===== src/hdl/assert_macros.svh =====
// Assertion helpers; the using module provides clk and rst_n.
`ifndef ASSERT_MACROS_SVH
`define ASSERT_MACROS_SVH

// Same-cycle implication, checked out of reset.
`define ASSERT_IMPLIES(lbl, ante, cons) \
  lbl: assert property (@(posedge clk) disable iff (!rst_n) (ante) |-> (cons)) \
    else $error("same-cycle implication failed");

// Next-cycle implication, checked out of reset.
`define ASSERT_NEXT(lbl, ante, cons) \
  lbl: assert property (@(posedge clk) disable iff (!rst_n) (ante) |=> (cons)) \
    else $error("next-cycle implication failed");

// Invariant, checked out of reset.
`define ASSERT_ALWAYS(lbl, cond) \
  lbl: assert property (@(posedge clk) disable iff (!rst_n) (cond)) \
    else $error("invariant failed");

`endif


===== src/hdl/gdfo_pkg.sv =====
`default_nettype none

package gdfo_pkg;

  localparam int NODES_DEFAULT = 8;

  localparam int FUNC_W = 2;
  localparam int NODE_W = 3;

  // Only vertices below this bound can ever carry an edge.
  localparam int EDGE_SPAN = 1 << NODE_W;

  typedef enum logic [FUNC_W-1:0] {
    FUNC_ADD_EDGE = 2'd0,
    FUNC_CLEAR    = 2'd1,
    FUNC_SEARCH   = 2'd2,
    FUNC_NOP      = 2'd3
  } func_t;

endpackage

`default_nettype wire


===== src/hdl/graph_depth_first_order.sv =====
// Depth-first ordering engine over an undirected adjacency bit matrix.
// Input channel (in_valid/in_stall): one transaction carries in_func plus
// in_node_a, in_node_b and in_start_node. Add edge sets both matrix bits
// (ignored when an endpoint is out of range); clear wipes all edges. Both
// return nothing. Search emits every vertex exactly once on the output
// channel (out_valid/out_stall), out_last on the final one.
// A search walks a vertex stack, one step per cycle through a single
// priority picker: push the smallest unvisited neighbor of the top, or pop,
// or (stack empty) advance a restart pointer one vertex per cycle. in_stall
// stays high for the whole search; a new transaction is taken once the last
// result is loaded into the output register. out_valid is registered.
// When the receiver stalls the output register holds and the next visit
// waits until it frees; pops and the restart scan go on meanwhile. Reset
// (rst_n low, synchronous) clears the matrix, the visited mask, the stack
// depth and out_valid; no clearing sequence follows.
`default_nettype none

module graph_depth_first_order #(
  parameter int NODES = gdfo_pkg::NODES_DEFAULT
) (
  input  wire logic                        clk,
  input  wire logic                        rst_n,
  input  wire logic                        in_valid,
  output logic                             in_stall,
  input  wire logic [gdfo_pkg::FUNC_W-1:0] in_func,
  input  wire logic [gdfo_pkg::NODE_W-1:0] in_node_a,
  input  wire logic [gdfo_pkg::NODE_W-1:0] in_node_b,
  input  wire logic [gdfo_pkg::NODE_W-1:0] in_start_node,
  output logic                             out_valid,
  input  wire logic                        out_stall,
  output logic [gdfo_pkg::NODE_W-1:0]      out_visited_node,
  output logic                             out_last
);

  `include "assert_macros.svh"

  localparam int ROWS    = (NODES < gdfo_pkg::EDGE_SPAN) ? NODES : gdfo_pkg::EDGE_SPAN;
  localparam int IDX_W   = $clog2(NODES);
  localparam int RIDX_W  = $clog2(ROWS);
  localparam int DEPTH_W = $clog2(ROWS + 1);
  localparam int CNT_W   = $clog2(NODES + 1);

  typedef enum logic [1:0] {
    S_IDLE,
    S_START,
    S_STEP
  } state_t;

  state_t                  state_r, state_nxt;
  logic [ROWS-1:0]         rows_r [ROWS];
  logic [ROWS-1:0]         rows_nxt [ROWS];
  logic [NODES-1:0]        visited_r, visited_nxt;
  logic [DEPTH_W-1:0]      depth_r, depth_nxt;
  logic [CNT_W-1:0]        count_r, count_nxt;
  logic [IDX_W-1:0]        scan_r, scan_nxt;
  logic [IDX_W-1:0]        start_r, start_nxt;
  logic                    out_valid_r, out_valid_nxt;
  logic [gdfo_pkg::NODE_W-1:0] out_node_r, out_node_nxt;
  logic                    out_last_r, out_last_nxt;
  logic [RIDX_W-1:0]       stack_r [ROWS];

  logic                    slot_free;
  logic [RIDX_W-1:0]       top_idx;
  logic [ROWS-1:0]         nb;
  logic [RIDX_W-1:0]       nb_lo;
  logic                    visit_en;
  logic [IDX_W-1:0]        visit_v;
  logic                    visit_last;
  logic                    push_en;

  assign slot_free = !out_valid_r || !out_stall;
  assign top_idx   = RIDX_W'(depth_r - DEPTH_W'(1));
  assign nb        = rows_r[stack_r[top_idx]] & ~visited_r[ROWS-1:0];

  // Smallest unvisited neighbor of the stack top.
  always_comb begin
    nb_lo = '0;
    for (int i = ROWS - 1; i >= 0; i--) begin
      if (nb[i]) begin
        nb_lo = RIDX_W'(i);
      end
    end
  end

  always_comb begin
    state_nxt     = state_r;
    rows_nxt      = rows_r;
    visited_nxt   = visited_r;
    depth_nxt     = depth_r;
    count_nxt     = count_r;
    scan_nxt      = scan_r;
    start_nxt     = start_r;
    out_valid_nxt = out_valid_r && out_stall;
    out_node_nxt  = out_node_r;
    out_last_nxt  = out_last_r;
    visit_en      = 1'b0;
    visit_v       = '0;
    visit_last    = 1'b0;
    push_en       = 1'b0;

    case (state_r)
      S_IDLE: begin
        if (in_valid) begin
          case (gdfo_pkg::func_t'(in_func))
            gdfo_pkg::FUNC_ADD_EDGE: begin
              if (int'(in_node_a) < NODES && int'(in_node_b) < NODES) begin
                rows_nxt[in_node_a[RIDX_W-1:0]][in_node_b[RIDX_W-1:0]] = 1'b1;
                rows_nxt[in_node_b[RIDX_W-1:0]][in_node_a[RIDX_W-1:0]] = 1'b1;
              end
            end
            gdfo_pkg::FUNC_CLEAR: begin
              for (int i = 0; i < ROWS; i++) begin
                rows_nxt[i] = '0;
              end
            end
            gdfo_pkg::FUNC_SEARCH: begin
              visited_nxt = '0;
              depth_nxt   = '0;
              count_nxt   = '0;
              scan_nxt    = '0;
              start_nxt   = IDX_W'(in_start_node);
              state_nxt   = (int'(in_start_node) < NODES) ? S_START : S_STEP;
            end
            default: begin
            end
          endcase
        end
      end
      S_START: begin
        if (slot_free) begin
          visit_en = 1'b1;
          visit_v  = start_r;
        end
      end
      S_STEP: begin
        if (depth_r == '0) begin
          // Stack empty: restart at the smallest unvisited vertex.
          if (visited_r[scan_r]) begin
            scan_nxt = IDX_W'(scan_r + 1'b1);
          end else if (slot_free) begin
            visit_en = 1'b1;
            visit_v  = scan_r;
          end
        end else if (nb != '0) begin
          if (slot_free) begin
            visit_en = 1'b1;
            visit_v  = IDX_W'(nb_lo);
          end
        end else begin
          depth_nxt = depth_r - DEPTH_W'(1);
        end
      end
      default: begin
        state_nxt = S_IDLE;
      end
    endcase

    if (visit_en) begin
      visit_last           = (count_r == CNT_W'(NODES - 1));
      visited_nxt[visit_v] = 1'b1;
      out_valid_nxt        = 1'b1;
      out_node_nxt         = gdfo_pkg::NODE_W'(visit_v);
      out_last_nxt         = visit_last;
      count_nxt            = count_r + CNT_W'(1);
      // Vertices without a matrix row have no neighbors; skip the push.
      if (int'(visit_v) < ROWS) begin
        push_en   = 1'b1;
        depth_nxt = depth_r + DEPTH_W'(1);
      end
      state_nxt = visit_last ? S_IDLE : S_STEP;
    end
  end

  always_ff @(posedge clk) begin
    if (!rst_n) begin
      state_r     <= S_IDLE;
      for (int i = 0; i < ROWS; i++) begin
        rows_r[i] <= '0;
      end
      visited_r   <= '0;
      depth_r     <= '0;
      count_r     <= '0;
      scan_r      <= '0;
      start_r     <= '0;
      out_valid_r <= 1'b0;
    end else begin
      state_r     <= state_nxt;
      rows_r      <= rows_nxt;
      visited_r   <= visited_nxt;
      depth_r     <= depth_nxt;
      count_r     <= count_nxt;
      scan_r      <= scan_nxt;
      start_r     <= start_nxt;
      out_valid_r <= out_valid_nxt;
    end
    out_node_r <= out_node_nxt;
    out_last_r <= out_last_nxt;
  end

  always_ff @(posedge clk) begin
    if (push_en) begin
      stack_r[depth_r[RIDX_W-1:0]] <= visit_v[RIDX_W-1:0];
    end
  end

  assign in_stall         = (state_r != S_IDLE);
  assign out_valid        = out_valid_r;
  assign out_visited_node = out_node_r;
  assign out_last         = out_last_r;

  `ASSERT_ALWAYS(a_depth_bound, depth_r <= DEPTH_W'(ROWS))
  `ASSERT_ALWAYS(a_count_bound, count_r <= CNT_W'(NODES))
  `ASSERT_IMPLIES(a_visit_fresh, visit_en, !visited_r[visit_v])
  `ASSERT_IMPLIES(a_visit_slot, visit_en, slot_free)
  `ASSERT_NEXT(a_last_to_idle, visit_en && visit_last, state_r == S_IDLE && out_last_r)

endmodule

`default_nettype wire

===== config.mk =====
export PLATFORM = sky130hd
export DESIGN_NAME = graph_depth_first_order
export DESIGN_NICKNAME = d
export VERILOG_FILES = /design/src/hdl/gdfo_pkg.sv /design/src/hdl/graph_depth_first_order.sv
export VERILOG_INCLUDE_DIRS = /design/src /design/src/hdl
export SDC_FILE = /design/constraint.sdc
export NUM_CORES = 1
export LEC_CHECK = 0
export BUFFER_PORTS_ARGS = -buffer_cell sky130_fd_sc_hd__buf_4
export CAP_MARGIN = 20
export CORE_MARGIN = 4
export CORE_UTILIZATION = 51
export CTS_CLUSTER_SIZE = 30
export DETAILED_ROUTE_END_ITERATION = 10
export PLACE_DENSITY = 0.78
export SYNTH_ARGS = -nofsm -noshare
export SYNTH_HDL_FRONTEND = slang
export SYNTH_SLANG_ARGS = --single-unit

===== constraint.sdc =====
create_clock -name clk -period 5.1 [get_ports clk]
set_input_delay 1.275 -clock clk [delete_from_list [all_inputs] [get_ports clk]]
set_output_delay 1.275 -clock clk [all_outputs]
set_load 0.05 [all_outputs]

==> qor.yml <==
synth:
  yosysWarnings: 0
  syn-instance-count: 657
  synth_commonest_cells: "nor2_1, dfxtp_1, a21oi_1, mux2i_1, nand2_1"
  synth_edf_count: 28
  seq_area_frac_synth: 0.4392
  synth_area_leaders: "dfxtp_1, edfxtp_1, mux2i_1"
  synth.most_common_cell: "nor2_1"
  syn-num-nets: 680
  syn_area_per_cell_um2: 9.088
  yosys.area.top_type_share: 0.2984
  synth.largest_area_cell: "dfxtp_1"
  synth_ff_type: "dfxtp_1"
  synthesis.area_um2: 5971
  async_flop_share: 0
  ys_ff_latch: 117
  synth.distinct_cells: 63
floorplan:
  row_count: 39
  ios: 21
  start_util: 0.5229
  dieArea_um2: 13500
  fp.coreArea_um2: 11420
  fp.dieW_um: 116.2
  fp.dieH_um: 116.2
finish:
  fin_cells: 828
  layout.nets: 695
  antennaDiodeCount: 0
  area_growth_pct: 14.61
  drive_gt1_frac: 0.1358
  utilization: 0.5993
setup_path:
  crit_buf_inv: 2
  slowest_stage: "mux2i_4"
  arrival_ns: 5.05
  cp-startpoint: "depth_r[1]$_SDFFE_PN0P_"
  crit_required_ns: 5.43
  cp-start-kind: "flip-flop"
  r2r_start: "depth_r[1]$_SDFFE_PN0P_"
  crit_type: "flip-flop to flip-flop"
  critPathMaxStageDelay_ns: 0.57
  crit_family: "multiplexers"
  cp_cell_sequence: "inv_1 -> ha_1 -> mux4_2 -> mux2i_4 -> buf_4 -> mux4_2 -> a22oi_1 -> nand3_1 -> o311ai_1 -> a31oi_1 -> and2_1 -> or4_1 -> o31ai_2"
  path_common_cell: "mux4_2"
  end_kind: "flip-flop"
  critPathMaxFanout: 14
global_route:
  overflow: 0
  grt_max_degree: 65
  antenna_found_initial: 0
  track_usage: 0.2391
  grt_pass1_wl_um: 24840
  grt_pass1_vias: 4826
sta:
  rsz0062_at_grt: "no"
  fin_worst_skew_ns: 0.01493
  hold_viol_final: 0
  setup_viol: 0
  fin_crit_ns: 4.720
  fmax_mhz: 211.9
  slew_headroom: 0.4269
  timing.final.crit_share: 0.9255
  worst_pin_slew_ns: 0.8519
  finalMaxSlewViolations: 0
  fin_setup_tns_ns: 0
drt:
  viasPerCell: 6.163
  drt_pre_antenna_iters: 6
  first_iter_violations: 435
  wirelength_um: 15620
  routedWlPerCell_um: 18.86
  route.detailed.drc: 0
  antenna_left: 0
  via_count: 5103
clocking:
  max-clock-path-buffers: 2
  clk_latency_ns: 0.42
  cts.htree.levels: 4
  cts_made_buffers: 17
  post_cts_resized: 0
  clock_sinks: 117
  cts-hold-fix-buffers: 0
  tritoncts: "yes"
  cts_setup_buffers: 0
  clock-root-buffer: "clkbuf_16"
  clk_pin_slew_ns: 0.06
power_and_ir_drop:
  power.total_uw: 2279
  p_leak_uw: 0.002384
  vdd_drop_max_mv: 0.3212
  p_per_area_nw_per_um2: 333.1
run_status:
  status: "completed"
job:
  drv_cap: 0
place:
  place_inst: 795
  place.gp.congestion: 0.9580
  hpwl_um: 11040
  port_buffers: 20
min_path:
  min-delay-start: "rows_r[8]$_SDFFE_PN0P_"
  hp-class: "flip-flop to flip-flop"
==> report_power, final <==
part           total (uW)  switching, uW  internal (uW)
combinational         134           90.0           44.5
clock                1190            427            761
sequential            957           4.64            952
total                2280            522           1760
==> cells by family after synthesis <==
| logic type | after synthesis | share of synthesized area |
|---|---|---|
| fa+ha+maj | 8 | 0.01677 |
| simple gates | 274 | 0.2102 |
| buf+inv | 58 | 0.04170 |
| compound gates | 130 | 0.1417 |
| xor+xnor | 1 | 0.002725 |
| flops | 117 | 0.4392 |
| mux | 69 | 0.1477 |
==> layout by cell type, fill, tap and decap left out, drive strengths merged, types with 3 or more instances in the layout <==
cell,Yosys,final
a211oi,6,6
a21boi,4,4
a21oi,51,51
a22oi,4,4
a31oi,8,8
and2,8,8
and3,5,5
buf,12,31
clkbuf,23,21
clkinv,0,5
dfxtp,89,89
edfxtp,28,28
ha,8,8
inv,23,25
mux2,3,3
mux2i,52,52
mux4,14,14
nand2,44,44
nand2b,11,11
nand3,20,20
nand3b,5,5
nor2,135,135
nor2b,7,7
nor3,21,21
nor3b,3,3
o211ai,9,9
o21a,5,5
o21ai,20,20
o31ai,3,3
or2,3,3
or3,3,3
==> flip-flops by register name (all words and copies together), names as in the netlist <==
name	cells
state_r	2
visited_r	8
rows_r	64
stack_r	24
start_r	3
scan_r	3
out_valid	1
count_r	4
out_last	1
out_visited_node	3
depth_r	4
==> metrics by stage <==
stage | cell area [um2] | setup WS [ns] | hold slack, ns
after global placement | 6227 | 0.6189 | 0.4330
after global routing | 6843 | 0.04041 | 0.4845
final | 6843 | 0.3802 | 0.4477
after CTS | 6823 | 0.4433 | 0.4493
after floorplan | 5971 | 0.3066 | 0.4223
after detailed placement | 6227 | 0.5000 | 0.4411
==> worst register-to-register path, cell delays in order (launching register included) <==
cell,delay (ns)
dfxtp_1,0.42
inv_1,0.15
ha_1,0.52
mux4_2,0.40
mux2i_4,0.57
buf_4,0.25
mux4_2,0.48
a22oi_1,0.24
nand3_1,0.18
o311ai_1,0.41
a31oi_1,0.17
and2_1,0.19
or4_1,0.46
o31ai_2,0.19
==> area by class of cell <==
type	count	area, um2
repair buffers	31	245.2
multi-input cells	482	3114
inverters	23	86.33
clock inverters	11	123.9
fillers	967	4576
well taps	143	178.9
clock buffers	21	471.7
flip-flops and latches	117	2623
==> per-layer routing <==
layer | vias up | track usage | share of wire
li1 | 2371 | - | -
met1 | 2460 | 0.3077 | 0.41
met2 | 239 | 0.3982 | 0.49
met3 | 33 | 0.04974 | 0.075
met4 | 0 | 0.08971 | 0.025
met5 | - | 0 | 0
==> worst paths after layout <==
check                                                to  depth (start not counted)  slack, ns
worst min register to register   rows_r[8]$_SDFFE_PN0P_                          2       0.45
worst max register to register  visited_r[3]$_SDFF_PN0_                         13       0.38
worst min-delay path             rows_r[8]$_SDFFE_PN0P_                          2       0.45
worst max-delay path            visited_r[3]$_SDFF_PN0_                         13       0.38
Note: power is estimated with default switching activity, not from simulation.
